`config.mk`:
```
export PLATFORM = sky130hd
export DESIGN_NAME = hob_seq_flat
export DESIGN_NICKNAME = d
export VERILOG_FILES = /design/src/hw/rtl/hob_pkg.sv /design/src/hw/rtl/hob_if.sv /design/src/hw/rtl/hob_word.sv /design/src/hw/rtl/hob_seq.sv /design/src/flat_wrapper.sv
export SDC_FILE = /design/constraint.sdc
export NUM_CORES = 1
export LEC_CHECK = 0
export ABC_AREA = 1
export BUFFER_PORTS_ARGS = -buffer_cell sky130_fd_sc_hd__clkbuf_2
export CAP_MARGIN = 5
export CORE_MARGIN = 3
export CORE_UTILIZATION = 58
export DETAILED_ROUTE_END_ITERATION = 10
export PLACE_DENSITY = 0.82
export SETUP_SLACK_MARGIN = 0.4
export SKIP_LAST_GASP = 1
export SLEW_MARGIN = 40
export SYNTH_ARGS = -nofsm -noshare
export SYNTH_HDL_FRONTEND = slang
export SYNTH_SLANG_ARGS = --single-unit
```
`constraint.sdc`:
```
create_clock -name clk -period 17 [get_ports clk]
set_input_delay 0.85 -clock clk [delete_from_list [all_inputs] [get_ports clk]]
set_output_delay 0.85 -clock clk [all_outputs]
set_load 0.02 [all_outputs]
```
`src/hw/rtl/hob_pkg.sv`:
```
// shared constants, types and codes for the heap occupancy bitmap
package hob_pkg;

  localparam int HEAP_BYTES_MAX = 65536;
  localparam int WORD_BITS      = 64;
  localparam int NUM_WORDS      = (HEAP_BYTES_MAX + WORD_BITS - 1) / WORD_BITS;
  localparam int ADDR_W         = $clog2(NUM_WORDS);
  localparam int BIT_W          = $clog2(WORD_BITS);
  localparam int POS_W          = ADDR_W + BIT_W;
  localparam int POP_W          = BIT_W + 1;

  // field widths fixed by the channel formats
  localparam int CMD_W   = 2;
  localparam int START_W = 16;
  localparam int LEN_W   = 17;
  localparam int CNT_W   = 17;
  localparam int DIST_W  = 16;
  localparam int CFG_W   = 17;
  localparam int CFG_IDX_W = 1;

  localparam logic [CFG_W-1:0] HEAP_MAX_C = CFG_W'(HEAP_BYTES_MAX);
  localparam logic [CFG_W-1:0] CFG_RESET_C = CFG_W'(65536);

  typedef enum logic [CMD_W-1:0] {
    CMD_MARK  = 2'd0,
    CMD_FREE  = 2'd1,
    CMD_COUNT = 2'd2,
    CMD_FIND  = 2'd3
  } cmd_t;

  typedef enum logic [CFG_IDX_W-1:0] {
    CFG_HEAP_BYTES = 1'b0,
    CFG_SEARCH_END = 1'b1
  } cfg_idx_t;

  typedef enum logic [2:0] {
    ST_CLEAR,
    ST_IDLE,
    ST_RUN,
    ST_DRAIN,
    ST_FIN
  } state_t;

  // request towards the bitmap store
  typedef struct packed {
    logic                 we;
    logic [ADDR_W-1:0]    waddr;
    logic [WORD_BITS-1:0] wdata;
    logic                 re;
    logic [ADDR_W-1:0]    raddr;
  } ram_req_t;

  // per-word summary from the word unit
  typedef struct packed {
    logic [POP_W-1:0] pop;
    logic             hit;
    logic [BIT_W-1:0] hit_idx;
  } word_res_t;

endpackage

```
`src/hw/rtl/hob_if.sv`:
```
// valid/ready channel interfaces for commands and results
interface hob_in_if import hob_pkg::*; ();
  logic               valid;
  logic               ready;
  logic [CMD_W-1:0]   command;
  logic [START_W-1:0] start_req;
  logic [LEN_W-1:0]   length;

  modport source (output valid, command, start_req, length, input ready);
  modport sink   (input valid, command, start_req, length, output ready);
endinterface

interface hob_out_if import hob_pkg::*; ();
  logic              valid;
  logic              ready;
  logic              status;
  logic [CNT_W-1:0]  used_count;
  logic              found;
  logic [DIST_W-1:0] distance;

  modport source (output valid, status, used_count, found, distance, input ready);
  modport sink   (input valid, status, used_count, found, distance, output ready);
endinterface

```
`src/hw/rtl/hob_word.sv`:
```
// per-word range mask, update, population count and first-used search
module hob_word import hob_pkg::*; (
  input  logic [WORD_BITS-1:0] data,
  input  logic [BIT_W-1:0]     lb,
  input  logic [BIT_W-1:0]     ub,
  input  logic                 set_bits,
  output logic [WORD_BITS-1:0] new_word,
  output word_res_t            res
);

  logic [WORD_BITS-1:0] mask;
  logic [WORD_BITS-1:0] sel;

  // bits lb..ub inclusive
  always_comb begin
    for (int i = 0; i < WORD_BITS; i++) begin
      mask[i] = (BIT_W'(i) >= lb) && (BIT_W'(i) <= ub);
    end
  end

  assign sel      = data & mask;
  assign new_word = set_bits ? (data | mask) : (data & ~mask);

  // count and lowest used bit inside the range
  always_comb begin
    res.pop     = POP_W'($countones(sel));
    res.hit     = |sel;
    res.hit_idx = '0;
    for (int i = WORD_BITS - 1; i >= 0; i--) begin
      if (sel[i]) begin
        res.hit_idx = BIT_W'(i);
      end
    end
  end

endmodule

```
`src/hw/rtl/hob_seq.sv`:
```
// command sequencer: range check, word walk over the store, result register
module hob_seq import hob_pkg::*; (
  input  logic                 clk,
  input  logic                 rst_n,
  input  logic                 cfg_we,
  input  logic [CFG_IDX_W-1:0] cfg_index,
  input  logic [CFG_W-1:0]     cfg_wdata,
  hob_in_if.sink               in_ch,
  hob_out_if.source            out_ch,
  output ram_req_t             ram_req,
  input  logic [WORD_BITS-1:0] ram_rdata
);

  state_t               state_r, state_nxt;
  logic [ADDR_W-1:0]    clr_addr_r, clr_addr_nxt;
  logic [CFG_W-1:0]     heap_cfg_r, heap_cfg_nxt;
  logic [CFG_W-1:0]     send_cfg_r, send_cfg_nxt;
  logic                 p_vld_r, p_vld_nxt;
  logic                 ov_r, ov_nxt;

  cmd_t                 cmd_r, cmd_nxt;
  logic [START_W-1:0]   start_r, start_nxt;
  logic [START_W-1:0]   last_r, last_nxt;
  logic [ADDR_W-1:0]    rd_addr_r, rd_addr_nxt;
  logic [ADDR_W-1:0]    p_addr_r, p_addr_nxt;
  logic                 st_r, st_nxt;
  logic [CNT_W-1:0]     cnt_r, cnt_nxt;
  logic                 fnd_r, fnd_nxt;
  logic [POS_W-1:0]     pos_r, pos_nxt;

  logic                 o_status_r;
  logic [CNT_W-1:0]     o_count_r;
  logic                 o_found_r;
  logic [DIST_W-1:0]    o_dist_r;
  logic                 out_load;

  logic [CFG_W-1:0]     heap;
  logic [CFG_W-1:0]     lim;
  logic [CFG_W:0]       end_sum;
  logic                 acc_rej;
  logic                 acc_empty;
  logic [START_W-1:0]   acc_last;
  cmd_t                 in_cmd;

  logic [BIT_W-1:0]     lb, ub;
  logic [WORD_BITS-1:0] new_word;
  word_res_t            wres;

  // configuration registers
  always_comb begin
    heap_cfg_nxt = heap_cfg_r;
    send_cfg_nxt = send_cfg_r;
    if (cfg_we) begin
      case (cfg_idx_t'(cfg_index))
        CFG_HEAP_BYTES: heap_cfg_nxt = cfg_wdata;
        CFG_SEARCH_END: send_cfg_nxt = cfg_wdata;
        default: ;
      endcase
    end
  end

  // range check of the incoming command
  assign in_cmd  = cmd_t'(in_ch.command);
  assign heap    = (heap_cfg_r > HEAP_MAX_C) ? HEAP_MAX_C : heap_cfg_r;
  assign lim     = (send_cfg_r < heap) ? send_cfg_r : heap;
  assign end_sum = {2'b00, in_ch.start_req} + {1'b0, in_ch.length};

  always_comb begin
    if (in_cmd == CMD_FIND) begin
      acc_rej   = {1'b0, in_ch.start_req} >= heap;
      acc_empty = lim <= {1'b0, in_ch.start_req};
      acc_last  = START_W'(lim - CFG_W'(1));
    end else begin
      acc_rej   = end_sum > {1'b0, heap};
      acc_empty = in_ch.length == '0;
      acc_last  = START_W'(end_sum - (CFG_W + 1)'(1));
    end
  end

  // bit bounds for the word coming back from the store
  assign lb = (p_addr_r == start_r[POS_W-1:BIT_W]) ? start_r[BIT_W-1:0] : '0;
  assign ub = (p_addr_r == last_r[POS_W-1:BIT_W])  ? last_r[BIT_W-1:0]  : '1;

  hob_word u_word (
    .data     (ram_rdata),
    .lb       (lb),
    .ub       (ub),
    .set_bits (cmd_r == CMD_MARK),
    .new_word (new_word),
    .res      (wres)
  );

  assign in_ch.ready = (state_r == ST_IDLE);
  assign out_load    = (state_r == ST_FIN) && (!ov_r || out_ch.ready);

  // next state and store access
  always_comb begin
    state_nxt    = state_r;
    clr_addr_nxt = clr_addr_r;
    cmd_nxt      = cmd_r;
    start_nxt    = start_r;
    last_nxt     = last_r;
    rd_addr_nxt  = rd_addr_r;
    p_vld_nxt    = 1'b0;
    p_addr_nxt   = rd_addr_r;
    st_nxt       = st_r;
    cnt_nxt      = cnt_r;
    fnd_nxt      = fnd_r;
    pos_nxt      = pos_r;
    ram_req      = '0;

    // second half of the walk: modify and write back, or accumulate
    if (p_vld_r) begin
      case (cmd_r)
        CMD_MARK, CMD_FREE: begin
          ram_req.we    = 1'b1;
          ram_req.waddr = p_addr_r;
          ram_req.wdata = new_word;
        end
        CMD_COUNT: cnt_nxt = cnt_r + CNT_W'(wres.pop);
        CMD_FIND: begin
          if (wres.hit && !fnd_r) begin
            fnd_nxt = 1'b1;
            pos_nxt = {p_addr_r, wres.hit_idx};
          end
        end
        default: ;
      endcase
    end

    case (state_r)
      ST_CLEAR: begin
        ram_req.we    = 1'b1;
        ram_req.waddr = clr_addr_r;
        ram_req.wdata = '0;
        clr_addr_nxt  = clr_addr_r + ADDR_W'(1);
        if (clr_addr_r == ADDR_W'(NUM_WORDS - 1)) begin
          state_nxt = ST_IDLE;
        end
      end
      ST_IDLE: begin
        if (in_ch.valid) begin
          cmd_nxt     = in_cmd;
          start_nxt   = in_ch.start_req;
          last_nxt    = acc_last;
          rd_addr_nxt = in_ch.start_req[POS_W-1:BIT_W];
          st_nxt      = acc_rej;
          cnt_nxt     = '0;
          fnd_nxt     = 1'b0;
          if (acc_rej || acc_empty) begin
            state_nxt = ST_FIN;
          end else begin
            state_nxt = ST_RUN;
          end
        end
      end
      ST_RUN: begin
        ram_req.re    = 1'b1;
        ram_req.raddr = rd_addr_r;
        if (cmd_r == CMD_FIND && p_vld_r && wres.hit) begin
          state_nxt = ST_FIN;
        end else begin
          p_vld_nxt = 1'b1;
          if (rd_addr_r == last_r[POS_W-1:BIT_W]) begin
            state_nxt = ST_DRAIN;
          end else begin
            rd_addr_nxt = rd_addr_r + ADDR_W'(1);
          end
        end
      end
      ST_DRAIN: begin
        state_nxt = ST_FIN;
      end
      ST_FIN: begin
        if (out_load) begin
          state_nxt = ST_IDLE;
        end
      end
      default: state_nxt = ST_IDLE;
    endcase
  end

  // output valid flag
  always_comb begin
    ov_nxt = ov_r;
    if (out_load) begin
      ov_nxt = 1'b1;
    end else if (out_ch.ready) begin
      ov_nxt = 1'b0;
    end
  end

  // control registers
  always_ff @(posedge clk) begin
    if (!rst_n) begin
      state_r    <= ST_CLEAR;
      clr_addr_r <= '0;
      heap_cfg_r <= CFG_RESET_C;
      send_cfg_r <= CFG_RESET_C;
      p_vld_r    <= 1'b0;
      ov_r       <= 1'b0;
    end else begin
      state_r    <= state_nxt;
      clr_addr_r <= clr_addr_nxt;
      heap_cfg_r <= heap_cfg_nxt;
      send_cfg_r <= send_cfg_nxt;
      p_vld_r    <= p_vld_nxt;
      ov_r       <= ov_nxt;
    end
  end

  // command and accumulator registers
  always_ff @(posedge clk) begin
    cmd_r     <= cmd_nxt;
    start_r   <= start_nxt;
    last_r    <= last_nxt;
    rd_addr_r <= rd_addr_nxt;
    p_addr_r  <= p_addr_nxt;
    st_r      <= st_nxt;
    cnt_r     <= cnt_nxt;
    fnd_r     <= fnd_nxt;
    pos_r     <= pos_nxt;
  end

  // result register
  always_ff @(posedge clk) begin
    if (out_load) begin
      o_status_r <= st_r;
      o_count_r  <= cnt_r;
      o_found_r  <= fnd_r;
      o_dist_r   <= fnd_r ? DIST_W'(START_W'(pos_r) - start_r) : '0;
    end
  end

  assign out_ch.valid      = ov_r;
  assign out_ch.status     = o_status_r;
  assign out_ch.used_count = o_count_r;
  assign out_ch.found      = o_found_r;
  assign out_ch.distance   = o_dist_r;

  // the store is only written while clearing or walking a mark or free
  a_no_idle_write: assert property (@(posedge clk) disable iff (!rst_n)
    (state_r == ST_IDLE || state_r == ST_FIN) |-> !ram_req.we)
    else $error("store written outside a walk");

  // the walk never reads past the last word of the range
  a_walk_bound: assert property (@(posedge clk) disable iff (!rst_n)
    state_r == ST_RUN |-> rd_addr_r <= last_r[POS_W-1:BIT_W])
    else $error("walk beyond last word");

  // a finished result waits while the output register is still taken
  a_fin_hold: assert property (@(posedge clk) disable iff (!rst_n)
    (state_r == ST_FIN && ov_r && !out_ch.ready) |=> state_r == ST_FIN)
    else $error("result overwrote a pending transfer");

  // a hit can only come from a find walk
  a_found_find: assert property (@(posedge clk) disable iff (!rst_n)
    (state_r == ST_FIN && fnd_r) |-> cmd_r == CMD_FIND)
    else $error("found set by a non-find command");

endmodule

```
`src/flat_wrapper.sv`:
```
// flat-port wrapper written by rule: the top's interface ports become plain ports
module hob_seq_flat import hob_pkg::*;
  (clk, rst_n, cfg_we, cfg_index, cfg_wdata, ram_req, ram_rdata, in_ch_valid, in_ch_command, in_ch_start_req, in_ch_length, in_ch_ready, out_ch_valid, out_ch_status, out_ch_used_count, out_ch_found, out_ch_distance, out_ch_ready);
  hob_in_if in_ch_i ();
  hob_out_if out_ch_i ();
  input  logic clk;
  input  logic rst_n;
  input  logic cfg_we;
  input  logic [CFG_IDX_W-1:0] cfg_index;
  input  logic [CFG_W-1:0] cfg_wdata;
  output ram_req_t ram_req;
  input  logic [WORD_BITS-1:0] ram_rdata;
  input wire logic [$bits(in_ch_i.valid)-1:0] in_ch_valid;
  input wire logic [$bits(in_ch_i.command)-1:0] in_ch_command;
  input wire logic [$bits(in_ch_i.start_req)-1:0] in_ch_start_req;
  input wire logic [$bits(in_ch_i.length)-1:0] in_ch_length;
  output wire logic [$bits(in_ch_i.ready)-1:0] in_ch_ready;
  output wire logic [$bits(out_ch_i.valid)-1:0] out_ch_valid;
  output wire logic [$bits(out_ch_i.status)-1:0] out_ch_status;
  output wire logic [$bits(out_ch_i.used_count)-1:0] out_ch_used_count;
  output wire logic [$bits(out_ch_i.found)-1:0] out_ch_found;
  output wire logic [$bits(out_ch_i.distance)-1:0] out_ch_distance;
  input wire logic [$bits(out_ch_i.ready)-1:0] out_ch_ready;
  assign in_ch_i.valid = in_ch_valid;
  assign in_ch_i.command = in_ch_command;
  assign in_ch_i.start_req = in_ch_start_req;
  assign in_ch_i.length = in_ch_length;
  assign in_ch_ready = in_ch_i.ready;
  assign out_ch_valid = out_ch_i.valid;
  assign out_ch_status = out_ch_i.status;
  assign out_ch_used_count = out_ch_i.used_count;
  assign out_ch_found = out_ch_i.found;
  assign out_ch_distance = out_ch_i.distance;
  assign out_ch_i.ready = out_ch_ready;
  hob_seq u_core (.clk(clk), .rst_n(rst_n), .cfg_we(cfg_we), .cfg_index(cfg_index), .cfg_wdata(cfg_wdata), .in_ch(in_ch_i), .out_ch(out_ch_i), .ram_req(ram_req), .ram_rdata(ram_rdata));
endmodule
```
==> run_results.csv <==
group,metric,value,unit
clock_network,root_buffer,"clkbuf_16",
worst_hold_path,min_path_type,"flop to flop",
drt,wl_per_cell,20.61,microns
timing,finalHoldViolations,0,
synth,syn_nets,2372,
layout,final_area,17450,sq um
power,power_density,164.4,nW/um^2
floorplanning,chipHeight,167.9,microns
timing,finalSetupViolCount,0,
layout,multi_input_area,9389,sq um
timing,rsz0062_at_grt,"no",
clock_network,htree_levels,4,
status,outcome,"complete, no violations",
timing,max_freq,97.14,MHz
clock_network,numCtsBuffers,17,
place,portBuffers,244,
synth,netlist_area,15200,sq um
drt,drt_iter0_markers,2091,
timing,slew_violations,0,
floorplanning,ios,245,
floorplanning,initial_core_util,0.5968,
power,peakVddDrop,0.8242,mV
synth,synth_edf_count,96,
drt,dr.pass1.iters,5,
synth,synth_cells,2065,
clock_network,cts.clk_slew.worst_paths,80,ps
power,fin_total_pwr,2.868,mW
timing,final.setup.tns,0,ps
setup_path,crit_path_start_kind,"flop",
synth,yosysSeqAreaShare,0.2910,
place,dp_hpwl,44.77,mm
layout,postLayoutCoreUtil,0.6850,
global_route,grt.overflow.total,0,
setup_path,crit_slowest_cell,"fa_1",
global_route,grt_start_max_net_pins,74,
layout,drive_gt1_frac,0.1520,
setup_path,rrSetupSlack,6710,ps
clock_network,hold_buffers,0,
floorplanning,dieArea,28190,sq um
timing,fin_crit_sh,0.6056,
floorplanning,core_area,25470,sq um
drt,num_vias,15890,
setup_path,worstPathRequired,17340,ps
drt,drc,0,
place,place_congestion,1.106,
layout,area_growth,14.78,%
synth,ys_ff_latch,173,
global_route,grt_usage,0.3752,
clock_network,cts_setup_buffers,0,
clock_network,cts_num_sinks,173,
timing,min_period,10290,ps
setup_path,worst_path_most_repeated_cell,"fa_1",
floorplanning,die_width,167.9,microns
clock_network,cts_tree,"done",
floorplanning,rows,58,
drt,wl,54.39,mm
global_route,grt_pass1_wl,83.53,mm
synth,yosys-top-cells-count,"nand2_1, inv_1, nor2_1",
synth,synth_top_area_frac,0.1896,
synth,synth_top_cell_by_area,"edfxtp_1",
setup_path,cp_slowest_stage_delay,560,ps
setup_path,critPathCaptureType,"flop",
setup_path,crit_type,"flop to flop",
synth,synth_area_leaders,"edfxtp_1, ha_1, dfxtp_1, nand2_1, inv_1",
synth,synthArstFlopShare,0,
timing,skew,19.65,ps
synth,synthDistinctLibCells,59,
synth,yosys_most_used_dff,"edfxtp_1",
synth,yosysMostFrequentCell,"nand2_1",
power,leakagePower,8.528,nW
global_route,first_global_vias,15190,
drt,ant_nets,0,
timing,max_slew_margin,0.4300,
layout,fin_nets,2603,
layout,regArea,4424,sq um
clock_network,clockBufferDepth,2,
flow_run,timing.max_cap.violations,0,
timing,worst_pin_slew,855.0,ps
clock_network,cts_resized,0,
setup_path,worstPathMaxFanout,10,
synth,yosysWarningCount,0,
synth,syn_area_per_cell,7.362,sq um
drt,vias_per_cell,6.021,
global_route,antenna_found_initial,0,
layout,nFillCells,2166,
layout,num_antenna_cells,0,
place,place_area,16810,sq um
clock_network,worstSkewPairLatency,450,ps
setup_path,worstPathArrival,10630,ps
[cell usage in the layout, fill, tap and decap left out, types with 3 or more instances in the layout]
| cell | instances |
|---|---|
| clkinv_1 | 4 |
| edfxtp_1 | 96 |
| nor2_4 | 11 |
| o22ai_1 | 12 |
| clkbuf_2 | 244 |
| nand4_1 | 19 |
| clkinv_8 | 6 |
| o21bai_1 | 14 |
| a21oi_1 | 122 |
| xnor2_1 | 7 |
| nand2_2 | 7 |
| nor2_1 | 277 |
| a21boi_0 | 3 |
| dfxtp_1 | 77 |
| nor4_1 | 16 |
| nand3_1 | 48 |
| inv_12 | 3 |
| clkbuf_16 | 17 |
| o21a_1 | 5 |
| buf_4 | 6 |
| a211oi_1 | 76 |
| inv_1 | 319 |
| o31ai_1 | 10 |
| inv_2 | 15 |
| or2_2 | 4 |
| a21o_1 | 6 |
| fa_1 | 58 |
| o21ai_0 | 148 |
| nor2_2 | 11 |
| nand3_2 | 4 |
| nand2_1 | 404 |
| xor2_1 | 34 |
| a31oi_1 | 13 |
| inv_8 | 3 |
| o221ai_1 | 5 |
| ha_1 | 127 |
| nor3_1 | 25 |
| a221oi_1 | 7 |
| o211ai_1 | 8 |
[state kept, by name, indices dropped and copies added, names as in the netlist]
name	count
u_core.st_r	1
u_core.p_vld_r	1
u_core.p_addr_r	10
u_core.fnd_r	1
u_core.clr_addr_r	10
u_core.state_r	3
u_core.last_r	16
u_core.cnt_r	17
u_core.heap_cfg_r	17
u_core.send_cfg_r	17
u_core.pos_r	16
u_core.out_ch.valid	1
u_core.out_ch.status	1
u_core.start_r	16
u_core.cmd_r	2
u_core.out_ch.found	1
u_core.out_ch.distance	16
u_core.p_addr_nxt	10
u_core.out_ch.used_count	17
[layout make-up]
cell class                 instances  area share
tap                              330     0.02366
clock buffer                      17     0.02438
multi-input combinational       1511      0.5381
timing repair buffer             253     0.07508
inverter                         340     0.07343
sequential                       173      0.2535
clock inverter                    15     0.01183
[logic make-up after synthesis]
family	after synthesis	share of synthesized area
adder cells (fa/ha/maj)	185	0.1809
AND/OR/NAND/NOR	837	0.2323
XOR/XNOR	41	0.02362
flip-flops	173	0.2910
AO/OA/AOI/OAI	447	0.1765
buffers and inverters	381	0.09490
multiplexers	1	0.0006585
[per-stage QoR]
| stage | worst slack [ps] | hold WS, ps | instances |
|---|---|---|---|
| 2_1_floorplan | 8286 | 376.5 | 2065 |
| 3_5_place_dp | 7024 | 419.6 | 2607 |
| 6_report | 6706 | 435.2 | 2639 |
| 4_1_cts | 6925 | 438.8 | 2639 |
| 5_1_grt | 6125 | 457.4 | 2639 |
| 3_3_place_gp | 7247 | 405.4 | 2604 |
[layer usage]
| layer | vias up | track usage | part of all wire |
|---|---|---|---|
| li1 | 7351 | - | - |
| met1 | 7549 | 0.5157 | 0.40 |
| met2 | 890 | 0.6122 | 0.46 |
| met3 | 99 | 0.07467 | 0.11 |
| met4 | 0 | 0.09498 | 0.022 |
| met5 | - | 0 | 0 |
[worst paths after layout]
path,startpoint,endpoint,depth (start not counted)
worst max-delay path,u_core.last_r[13],u_core.cnt_r[16],40
worst min register to register,u_core.cnt_r[15],u_core.out_ch.used_count[15],0
worst max register to register,u_core.last_r[13],u_core.cnt_r[16],40
worst min-delay path,u_core.cnt_r[15],u_core.out_ch.used_count[15],0
[power by group]
part | switching [mW] | leakage (nW) | internal (mW)
registers | 0.0493 | 1.51 | 0.520
clock network | 0.205 | 0.304 | 0.204
logic | 1.16 | 6.71 | 0.728
total | 1.42 | 8.53 | 1.45
[critical path, delay by kind of cell (launching register included)]
| family | cells | cell delay, ps |
|---|---|---|
| adders and majority gates | 10 | 4750 |
| and+or+nand+nor | 15 | 2700 |
| AOI/OAI and AO/OA | 8 | 1420 |
| buffers and inverters | 7 | 900 |
| DFF | 1 | 400 |
No activity file was read; power rests on OpenSTA's default activity.
